<file path="src/rtl/mse_pkg.sv">
// Shared constants, codes and types of the instruction executor.
`timescale 1ns / 1ps
`default_nettype none
package mse_pkg;

    localparam int DATA_WORDS = 256;
    localparam int PC_BITS    = 16;
    localparam int DM_AW      = $clog2(DATA_WORDS);
    localparam int RF_DEPTH   = 32;
    localparam int RF_AW      = $clog2(RF_DEPTH);
    localparam int Q_DEPTH    = 2;
    localparam int Q_AW       = $clog2(Q_DEPTH);
    localparam int Q_CW       = $clog2(Q_DEPTH + 1);

    localparam logic [5:0] OP_LW   = 6'b100011;
    localparam logic [5:0] OP_SW   = 6'b101011;
    localparam logic [5:0] OP_ADDI = 6'b001000;
    localparam logic [5:0] OP_BEQ  = 6'b000100;
    localparam logic [5:0] OP_RTYP = 6'b000000;
    localparam logic [5:0] OP_JMP  = 6'b000010;
    localparam logic [5:0] FN_SUB  = 6'b100010;
    localparam logic [5:0] FN_MUL  = 6'b011000;

    localparam logic [1:0] REQ_EXEC = 2'd0;
    localparam logic [1:0] REQ_HWR  = 2'd1;
    localparam logic [1:0] REQ_HRD  = 2'd2;

    typedef enum logic [3:0] {
        K_LW,
        K_SW,
        K_ADDI,
        K_BEQ,
        K_SUB,
        K_MUL,
        K_JMP,
        K_ILL,
        K_HWR,
        K_HRD,
        K_NOP
    } kind_t;

    typedef struct packed {
        kind_t             kind;
        logic              wen;
        logic [RF_AW-1:0]  dst;
        logic [RF_AW-1:0]  src_a;
        logic [RF_AW-1:0]  src_b;
        logic [25:0]       off;
        logic [7:0]        haddr;
        logic [31:0]       hdata;
    } dec_t;

    typedef struct packed {
        logic valid;
        dec_t item;
    } qhead_t;

endpackage
`default_nettype wire

</file>
<file path="src/rtl/mse_req_if.sv">
// Request channel: one item per instruction or host access.
`timescale 1ns / 1ps
`default_nettype none
interface mse_req_if;
    logic               valid;
    logic               ready;
    logic [1:0]         req_type;
    logic [31:0]        instr_word;
    logic [7:0]         host_addr;
    logic signed [31:0] host_data;

    modport source (output valid, output req_type, output instr_word,
                    output host_addr, output host_data, input ready);
    modport sink   (input valid, input req_type, input instr_word,
                    input host_addr, input host_data, output ready);
endinterface
`default_nettype wire

</file>
<file path="src/rtl/mse_front.sv">
// Front end: accepts items, classifies them and queues them for execution.
`timescale 1ns / 1ps
`default_nettype none
module mse_front
    import mse_pkg::*;
(
    input  logic          clk,
    input  logic          rst_n,
    mse_req_if.sink       req,
    output qhead_t        head,
    input  logic          pop
);

    dec_t            dec;
    logic [5:0]      op;
    logic [5:0]      fn;
    logic            push;
    dec_t            entry_reg [Q_DEPTH];
    logic [Q_AW-1:0] wr_ptr_reg;
    logic [Q_AW-1:0] rd_ptr_reg;
    logic [Q_CW-1:0] count_reg;
    logic [Q_CW-1:0] count_next;

    assign op = req.instr_word[31:26];
    assign fn = req.instr_word[5:0];

    always_comb
    begin
        dec.kind  = K_NOP;
        dec.dst   = req.instr_word[25:21];
        dec.src_a = req.instr_word[20:16];
        dec.src_b = req.instr_word[25:21];
        dec.off   = req.instr_word[25:0];
        dec.haddr = req.host_addr;
        dec.hdata = req.host_data;
        unique case (req.req_type)
            REQ_EXEC:
            begin
                unique case (op)
                    OP_LW:   dec.kind = K_LW;
                    OP_SW:   dec.kind = K_SW;
                    OP_ADDI: dec.kind = K_ADDI;
                    OP_BEQ:  dec.kind = K_BEQ;
                    OP_JMP:  dec.kind = K_JMP;
                    OP_RTYP:
                    begin
                        unique case (fn)
                            FN_SUB:  dec.kind = K_SUB;
                            FN_MUL:  dec.kind = K_MUL;
                            default: dec.kind = K_ILL;
                        endcase
                    end
                    default: dec.kind = K_ILL;
                endcase
            end
            REQ_HWR: dec.kind = K_HWR;
            REQ_HRD: dec.kind = K_HRD;
            default: dec.kind = K_NOP;
        endcase
        if (dec.kind == K_SUB || dec.kind == K_MUL)
        begin
            dec.src_b = req.instr_word[15:11];
        end
        dec.wen = (dec.kind == K_LW || dec.kind == K_ADDI || dec.kind == K_SUB
                   || dec.kind == K_MUL) && (dec.dst != '0);
    end

    // two-entry queue toward the back end
    assign req.ready = (count_reg != Q_CW'(Q_DEPTH));
    assign push      = req.valid && req.ready;

    always_comb
    begin
        count_next = count_reg;
        case ({push, pop})
            2'b10:   count_next = count_reg + 1'b1;
            2'b01:   count_next = count_reg - 1'b1;
            default: count_next = count_reg;
        endcase
    end

    always_ff @(posedge clk or negedge rst_n)
    begin
        if (!rst_n)
        begin
            wr_ptr_reg <= '0;
            rd_ptr_reg <= '0;
            count_reg  <= '0;
        end
        else
        begin
            count_reg <= count_next;
            if (push)
            begin
                wr_ptr_reg <= (wr_ptr_reg == Q_AW'(Q_DEPTH - 1)) ? '0 : wr_ptr_reg + 1'b1;
            end
            if (pop)
            begin
                rd_ptr_reg <= (rd_ptr_reg == Q_AW'(Q_DEPTH - 1)) ? '0 : rd_ptr_reg + 1'b1;
            end
        end
    end

    always_ff @(posedge clk)
    begin
        if (push)
        begin
            entry_reg[wr_ptr_reg] <= dec;
        end
    end

    assign head.valid = (count_reg != '0);
    assign head.item  = entry_reg[rd_ptr_reg];

endmodule
`default_nettype wire

</file>
<file path="src/flat_wrapper.sv">
// flat-port wrapper written by rule: the top's interface ports become plain ports
module mse_front_flat import mse_pkg::*;
  (clk, rst_n, head, pop, req_valid, req_req_type, req_instr_word, req_host_addr, req_host_data, req_ready);
  mse_req_if req_i ();
  input  logic clk;
  input  logic rst_n;
  output qhead_t head;
  input  logic pop;
  input wire logic [$bits(req_i.valid)-1:0] req_valid;
  input wire logic [$bits(req_i.req_type)-1:0] req_req_type;
  input wire logic [$bits(req_i.instr_word)-1:0] req_instr_word;
  input wire logic [$bits(req_i.host_addr)-1:0] req_host_addr;
  input wire logic [$bits(req_i.host_data)-1:0] req_host_data;
  output wire logic [$bits(req_i.ready)-1:0] req_ready;
  assign req_i.valid = req_valid;
  assign req_i.req_type = req_req_type;
  assign req_i.instr_word = req_instr_word;
  assign req_i.host_addr = req_host_addr;
  assign req_i.host_data = req_host_data;
  assign req_ready = req_i.ready;
  mse_front u_core (.clk(clk), .rst_n(rst_n), .req(req_i), .head(head), .pop(pop));
endmodule
</file>
<file path="config.mk">
export PLATFORM = sky130hd
export DESIGN_NAME = mse_front_flat
export DESIGN_NICKNAME = d
export VERILOG_FILES = /design/src/rtl/mse_pkg.sv /design/src/rtl/mse_req_if.sv /design/src/rtl/mse_front.sv /design/src/flat_wrapper.sv
export SDC_FILE = /design/constraint.sdc
export NUM_CORES = 1
export LEC_CHECK = 0
export BUFFER_PORTS_ARGS = -buffer_cell sky130_fd_sc_hd__buf_2
export CORE_MARGIN = 1.5
export CORE_UTILIZATION = 31
export CTS_BUF_LIST = sky130_fd_sc_hd__clkbuf_2 sky130_fd_sc_hd__clkbuf_4 sky130_fd_sc_hd__clkbuf_8
export CTS_CLUSTER_SIZE = 10
export DETAILED_ROUTE_END_ITERATION = 12
export SLEW_MARGIN = 10
export SYNTH_ARGS = -nofsm -noshare
export SYNTH_HDL_FRONTEND = slang
export SYNTH_SLANG_ARGS = --single-unit
export TNS_END_PERCENT = 30
</file>
<file path="constraint.sdc">
create_clock -name clk -period 5.9 [get_ports clk]
set_input_delay 1.18 -clock clk [delete_from_list [all_inputs] [get_ports clk]]
set_output_delay 1.18 -clock clk [all_outputs]
set_load 0.005 [all_outputs]
</file>
==> flow_metrics.tcl, run 1 <==
set metrics [dict create \
    status "finished, final reports clean" \
    gp_congestion 0.7351 \
    arrival_ns 2.21 \
    vias_per_cell 4.321 \
    final_common_cell "buf_2" \
    synth-seq-area-share_pct 76.95 \
    yosys_warnings 0 \
    largest_reg_flops 152 \
    path_clk_slew_ns 0.08 \
    dr.pass1.iters 4 \
    grt_max_degree 78 \
    drt-met1-wl_mm 5.002 \
    wl_met2_mm 5.978 \
    cts_setup_buffers 0 \
    initial_core_util_pct 31.98 \
    fin_crit_sh_pct 57.49 \
    drive_gt1_share_pct 58.93 \
    ys_types 35 \
    maxSlewViolCount 0 \
    synth_top_area_share_pct 75.29 \
    min_path_type "reg -> reg" \
    postCtsResizedCells 0 \
    core-area_um2 18960 \
    p_per_area_nw_per_um2 438.9 \
    post-route-min-period_ns 3.392 \
    yosysTopAreaCell "edfxtp_1" \
    nets 554 \
    num-fill-cells 1797 \
    wirelength_mm 11.86 \
    power.leakage_nw 2.744 \
    grt_overflow 0 \
    clk_latency_ns 0.43 \
    syn_area_per_cell_um2 19.62 \
    maxCapViolCount 0 \
    num_io_pins 166 \
    die_x_um 142.8 \
    cts_hold_buf 0 \
    dp_hpwl_mm 7.544 \
    top_layer "met4" \
    syn_nets 389 \
    drc_errors 0 \
    first_iter_violations 74 \
    worstPathRequired_ns 4.72 \
    grt_pass1_vias 3553 \
    route.met3.wl_um 766 \
    maxSlewHeadroom_pct 26.68 \
    rrSetupSlack_ns 3.74 \
    start_kind "flip-flop" \
    peakVddDrop_uv 193.7 \
    critPathKind "reg -> out" \
    num_rows 50 \
    synthCells 309 \
    io_buffers 165 \
    final_cell_mix "buf_2, edfxtp_1, mux2_2" \
    wl_per_cell_um 15.88 \
    root_buffer "clkbuf_8" \
    grtUsageTotal_pct 12.10 \
    tightestPinTransition_ns 1.100 \
    ys_ff_latch 156 \
    areaGrowthSynthToFinish_pct 23.24 \
    num_antenna_cells 0 \
    synth.area.top_cells "edfxtp_1, mux2_2, dfrtp_1, buf_4, xnor2_1" \
    cts_max_level 4 \
    syn_area_um2 6062 \
    rsz0062_at_grt "no" \
    critPathMaxFanout 77 \
    setup_tns_ns 0 \
    setup_violations 0 \
    antenna_found_initial 0 \
    grt_pass1_wl_mm 18.50 \
    end_kind "output pin" \
    die_h_um 142.8 \
    post-place-cells 715 \
    max_freq_mhz 294.8 \
    final_cells 747 \
    total_power_mw 3.279 \
    ant_nets 0 \
    vias 3228 \
    dieArea_um2 20400 \
    fin_skew_ns 0.01125 \
    cts.sinks 156 \
    clock_path_buffers 2 \
    final_util_pct 39.41 \
    cts_buffers 17 \
    hold_viol 0 \
    tritoncts "built" \
]
## synthesized netlist by cell type, drive strengths merged
cell type	number
or2	1
xor2	3
a2bb2oi	1
nor4	1
o21ai	1
clkbuf	2
mux2	81
a41oi	1
inv	5
o2bb2ai	1
or4b	1
o211ai	3
nand2b	1
buf	19
or2b	1
o31ai	1
edfxtp	152
maj3	1
dfrtp	4
or4	1
nor2	5
ha	2
a21oi	2
nand4b	1
or4bb	1
and3	1
nor3	5
xnor2	4
nand4	1
nand2	6
## per-stage QoR
| step | cell area, µm² | setup WS (ns) | hold WS, ns |
|---|---|---|---|
| floorplan | 6062 | 0.9441 | 0.4566 |
| global placement | 7121 | 2.780 | 0.4770 |
| detailed placement | 7121 | 2.733 | 0.5018 |
| CTS | 7471 | 2.428 | 0.5003 |
| global route | 7471 | 2.354 | 0.5007 |
| finish | 7471 | 2.508 | 0.5189 |
## worst max-delay path, stage by stage (launching register included)
cell and delay, ns:
dfrtp_4 1.14, mux2_2 0.44, buf_2 0.14
## layer usage
metal,track usage [%],vias up
li1,-,1526
met1,13.69,1599
met2,21.21,95
met3,4.393,8
met4,3.907,0
met5,0,-
## where the power goes
| part | switching, mW | leakage [nW] | total, mW | internal, mW |
|---|---|---|---|---|
| Clock | 0.380 | 0.177 | 0.717 | 0.337 |
| Sequential | 0.166 | 1.46 | 1.68 | 1.52 |
| Combinational | 0.405 | 1.11 | 0.880 | 0.475 |
## cell families (layout without fill, tap and decap cells)
family,after synthesis,after routing,synth area share [%]
flops,156,156,76.95
mux,81,81,15.05
simple gates,26,26,2.560
buf+inv,26,204,2.353
compound gates,10,10,1.486
xor+xnor,7,7,1.011
fa+ha+maj,3,3,0.5985
## layout make-up
class	count	area (µm²)	share of cell area (%)
clock buffer	19	249.0	3.333
clock inverter	13	101.3	1.357
inverter	5	18.77	0.2512
multi-input combinational	127	1267	16.97
sequential	156	4668	62.49
tap	260	325.3	4.354
timing repair buffer	167	840.8	11.25
## final timing paths
check	from	endpoint	depth (start not counted)
setup / recovery	u_core.rd_ptr_reg$_DFFE_PN0P_	head[67]	2
hold / removal	u_core.count_reg[1]$_DFFE_PN0P_	u_core.count_reg[1]$_DFFE_PN0P_	1
setup reg to reg	u_core.count_reg[0]$_DFFE_PN0P_	u_core.entry_reg[1][9]$_DFFE_PP_	3
hold reg to reg	u_core.count_reg[1]$_DFFE_PN0P_	u_core.count_reg[1]$_DFFE_PN0P_	1
max in group asynchronous	rst_n	u_core.rd_ptr_reg$_DFFE_PN0P_	1
min in group asynchronous	rst_n	u_core.rd_ptr_reg$_DFFE_PN0P_	1
(Power assumes the default switching activity.)
==> run 2, diff against run 1 <==
- clock period: 5.9 -> 3 ns (I/O delays scaled with it)
==> flow_metrics.tcl, run 2 (synthesis gave the netlist of run 1 again) <==
set metrics [dict create \
    io_buffers 165 \
    maxCapViolCount 0 \
    num_antenna_cells 0 \
    drive_gt1_share_pct 59.06 \
    max_freq_mhz 374.7 \
    final_common_cell "buf_2" \
    drc_errors 0 \
    start_kind "flip-flop" \
    grt_overflow 0 \
    min_path_type "in -> reg" \
    cts_max_level 4 \
    total_power_mw 6.627 \
    cts_buffers 17 \
    end_kind "output pin" \
    status "finished, final reports clean" \
    p_per_area_nw_per_um2 874.9 \
    dieArea_um2 20400 \
    postCtsResizedCells 0 \
    final_cell_mix "buf_2, edfxtp_1, mux2_2" \
    clock_path_buffers 2 \
    rsz0062_at_grt "no" \
    initial_core_util_pct 31.98 \
    num_io_pins 166 \
    ant_nets 0 \
    die_x_um 142.8 \
    worstPathRequired_ns 2.40 \
    die_h_um 142.8 \
    nets 558 \
    final_util_pct 39.96 \
    tritoncts "built" \
    maxSlewViolCount 0 \
    cts_hold_buf 1 \
    critPathKind "reg -> out" \
    dr.pass1.iters 4 \
    dp_hpwl_mm 7.769 \
    fin_crit_sh_pct 88.96 \
    hold_viol 0 \
    fin_skew_ns 0.006978 \
    tightestPinTransition_ns 0.5993 \
    largest_reg_flops 152 \
    gp_congestion 0.7532 \
    arrival_ns 2.07 \
    setup_tns_ns 0 \
    core-area_um2 18960 \
    wl_per_cell_um 15.41 \
    vias 3251 \
    power.leakage_nw 2.785 \
    grt_max_degree 77 \
    cts.sinks 156 \
    num-fill-cells 1770 \
    num_rows 50 \
    setup_violations 0 \
    antenna_found_initial 0 \
    clk_latency_ns 0.43 \
    areaGrowthSynthToFinish_pct 24.95 \
    root_buffer "clkbuf_8" \
    grt_pass1_wl_mm 17.55 \
    critPathMaxFanout 36 \
    path_clk_slew_ns 0.09 \
    maxSlewHeadroom_pct 60.04 \
    wirelength_mm 11.57 \
    post-route-min-period_ns 2.669 \
    vias_per_cell 4.329 \
    cts_setup_buffers 0 \
    first_iter_violations 187 \
    peakVddDrop_uv 398.3 \
    grtUsageTotal_pct 11.52 \
    grt_pass1_vias 3378 \
]
## run 2: cell types whose count changed in the layout (fill, tap and decap cells not counted)
cell	before	now
bufinv_16	1	2
buf_12	0	3
clkinv_4	2	3
clkinv_2	3	0
dlygate4sd3_1	0	1
inv_6	1	3
clkbuf_4	2	1
## run 2: layout make-up
type                       instances  area, µm²  area share [%]
clock buffer                      18      241.5           3.188
clock inverter                    14      142.6           1.883
inverter                           5      18.77          0.2478
multi-input combinational        127       1267           16.73
sequential                       156       4668           61.63
tap                              260      325.3           4.295
timing repair buffer             171      910.9           12.03
## run 2: layer usage
metal | vias to the layer above | routed length [µm] | global-route usage [%]
met5 | - | 0 | 0
met3 | 7 | 701 | 4.460
met2 | 96 | 5867 | 19.93
li1 | 1540 | - | -
met4 | 0 | 111 | 3.418
met1 | 1608 | 4893 | 13.18
## run 2: stage by stage
step	instances	instance area (µm²)	setup slack (ns)	hold WS, ns
3_5_place_dp	718	7181	0.4215	0.4121
3_3_place_gp	718	7181	0.4496	0.4057
4_1_cts	751	7575	0.2563	0.3114
6_report	751	7575	0.3311	0.3494
5_1_grt	751	7575	0.1739	0.3023
2_1_floorplan	309	6070	0.1428	0.3044
## run 2: final timing paths
kind,cells past startpoint,from,to,slack (ns)
setup / recovery,3,u_core.rd_ptr_reg$_DFFE_PN0P_,head[28],0.33
hold / removal,1,req_instr_word[20],u_core.entry_reg[0][75]$_DFFE_PP_,0.35
setup reg to reg,3,u_core.count_reg[0]$_DFFE_PN0P_,u_core.entry_reg[1][1]$_DFFE_PP_,1.18
hold reg to reg,1,u_core.count_reg[1]$_DFFE_PN0P_,u_core.count_reg[1]$_DFFE_PN0P_,0.51
max in group asynchronous,2,rst_n,u_core.rd_ptr_reg$_DFFE_PN0P_,2.36
min in group asynchronous,2,rst_n,u_core.wr_ptr_reg$_DFFE_PN0P_,0.50
## run 2: critical path, cell delays in order (launching register included)
cell and delay [ns]:
dfrtp_4 0.80, buf_4 0.34, mux2_2 0.36, buf_2 0.13
## run 2: power by group
| group | switching, mW | internal (mW) | total [mW] | leakage [nW] |
|---|---|---|---|---|
| clock network | 0.777 | 0.748 | 1.53 | 0.188 |
| logic | 0.912 | 0.993 | 1.90 | 1.14 |
| registers | 0.219 | 2.98 | 3.20 | 1.46 |
| total | 1.91 | 4.72 | 6.63 | 2.78 |
==> run 3, diff against run 2 <==
- clock period: 3 -> 2.2 ns (I/O delays scaled with it)
==> flow_metrics.tcl, run 3 (synthesis gave the netlist of run 1 again) <==
set metrics [dict create \
    status "finished, final reports clean" \
    maxSlewViolCount 0 \
    clock_path_buffers 2 \
    tightestPinTransition_ns 0.4543 \
    grt_pass1_vias 3516 \
    drive_gt1_share_pct 60.96 \
    maxCapViolCount 0 \
    fin_crit_sh_pct 95.92 \
    wl_per_cell_um 15.23 \
    max_freq_mhz 473.9 \
    min_path_cells 1 \
    setup_violations 0 \
    maxSlewHeadroom_pct 69.71 \
    final_cells 762 \
    grtUsageTotal_pct 11.66 \
    r2r-start "u_core.count_reg[0]$_DFFE_PN0P_" \
    vias 3300 \
    vias_per_cell 4.331 \
    num_rows 50 \
    core-area_um2 18960 \
    tritoncts "built" \
    setup_tns_ns 0 \
    start_kind "flip-flop" \
    final_util_pct 40.56 \
    design_area_um2 7689 \
    ant_nets 0 \
    critPathKind "reg -> out" \
    nets 569 \
    io_buffers 165 \
    holdCritStartpoint "req_instr_word[18]" \
    num-fill-cells 1759 \
    first_iter_violations 94 \
    power.leakage_nw 2.854 \
    fin_skew_ns 0.007262 \
    rsz0062_at_grt "yes" \
    end_kind "output pin" \
    antenna_found_initial 1 \
    min_path_type "in -> reg" \
    gp_congestion 0.7723 \
    final_common_cell "buf_2" \
    die_h_um 142.8 \
    path_clk_slew_ns 0.09 \
    timing.rr.end "u_core.entry_reg[0][79]$_DFFE_PP_" \
    hold_viol 0 \
    clk_latency_ns 0.43 \
    grt_pass1_wl_mm 17.86 \
    post-route-min-period_ns 2.110 \
    drc_errors 0 \
    initial_core_util_pct 31.98 \
    rrSetupSlack_ns 0.62 \
    post-place-cells 729 \
    grt_overflow 0 \
    root_buffer "clkbuf_8" \
    post_dp_cell_area_um2 7298 \
    num_io_pins 166 \
    cts_max_level 4 \
    dr.pass1.iters 4 \
    die_x_um 142.8 \
    dp_hpwl_mm 7.607 \
    cts.sinks 156 \
    num_antenna_cells 0 \
    final_cell_mix "buf_2, edfxtp_1, mux2_2" \
    critPathMaxFanout 42 \
    worstPathRequired_ns 1.76 \
    largest_reg_flops 152 \
    grt_max_degree 77 \
    peakVddDrop_uv 514.4 \
    arrival_ns 1.67 \
    wirelength_mm 11.60 \
    r2r_cells 4 \
    cts_buffers 17 \
    min_to "u_core.entry_reg[1][73]$_DFFE_PP_" \
    dieArea_um2 20400 \
    areaGrowthSynthToFinish_pct 26.83 \
    p_per_area_nw_per_um2 1173 \
]
==> run 3: repair_timing <==
item / 4_1_cts / 5_1_grt
endpoints found under the hold margin: 4 / 0
setup endpoints to repair: 0 / 9
gates resized for setup: 0 / 1
hold buffers: 1 / 0
buffers inserted: 0 / 0
==> run 3: final cells by class <==
type / instances / area [µm²] / area share [%]
Inverter: 5 / 18.77 / 0.2441
Multi-Input combinational cell: 127 / 1277 / 16.62
Timing Repair Buffer: 182 / 1026 / 13.34
Clock buffer: 17 / 234.0 / 3.043
Clock inverter: 15 / 138.9 / 1.806
Tap cell: 260 / 325.3 / 4.231
Sequential cell: 156 / 4668 / 60.72
==> run 3: through the flow <==
stage	hold WS [ns]	power (mW)	setup WS (ns)
after floorplan	0.1444	5.931	0.02041
after global placement	0.2470	7.064	-0.1070
after detailed placement	0.2517	7.142	-0.1281
after CTS	0.1549	9.207	0.01750
after global routing	0.1473	9.593	-0.009323
final	0.1967	9.017	0.08979
==> run 3: where the power goes <==
group	switching, mW	internal [mW]	total, mW
Sequential	0.173	4.06	4.24
Combinational	1.36	1.40	2.77
Clock	1.10	0.916	2.01
Total	2.63	6.38	9.02
==> run 3: worst max path at each step <==
stage                                    start                                 to  depth (start not counted)  slack [ns]
2_1_floorplan  u_core.count_reg[0]$_DFFE_PN0P_   u_core.entry_reg[0][0]$_DFFE_PP_                          3        0.02
3_3_place_gp                 req_instr_word[0]  u_core.entry_reg[0][67]$_DFFE_PP_                          7       -0.11
3_5_place_dp                 req_instr_word[0]  u_core.entry_reg[1][69]$_DFFE_PP_                          7       -0.13
4_1_cts          u_core.rd_ptr_reg$_DFFE_PN0P_                           head[79]                          3        0.02
5_1_grt          u_core.rd_ptr_reg$_DFFE_PN0P_                           head[79]                          3      -0.009
6_report         u_core.rd_ptr_reg$_DFFE_PN0P_                           head[79]                          3        0.09
==> run 3: metal layers <==
| metal | GRT usage (%) | part of all wire [%] | up-vias |
|---|---|---|---|
| met4 | 3.907 | 0.90 | 2 |
| li1 | - | - | 1556 |
| met3 | 4.158 | 5.5 | 7 |
| met1 | 13.23 | 42 | 1638 |
| met2 | 20.36 | 51 | 97 |
| met5 | 0 | 0.11 | - |
==> run 3: worst max-delay path, stage by stage (launching register included) <==
cell     delay, ns
dfrtp_4       0.46
buf_16        0.23
mux2_2        0.39
buf_2         0.13
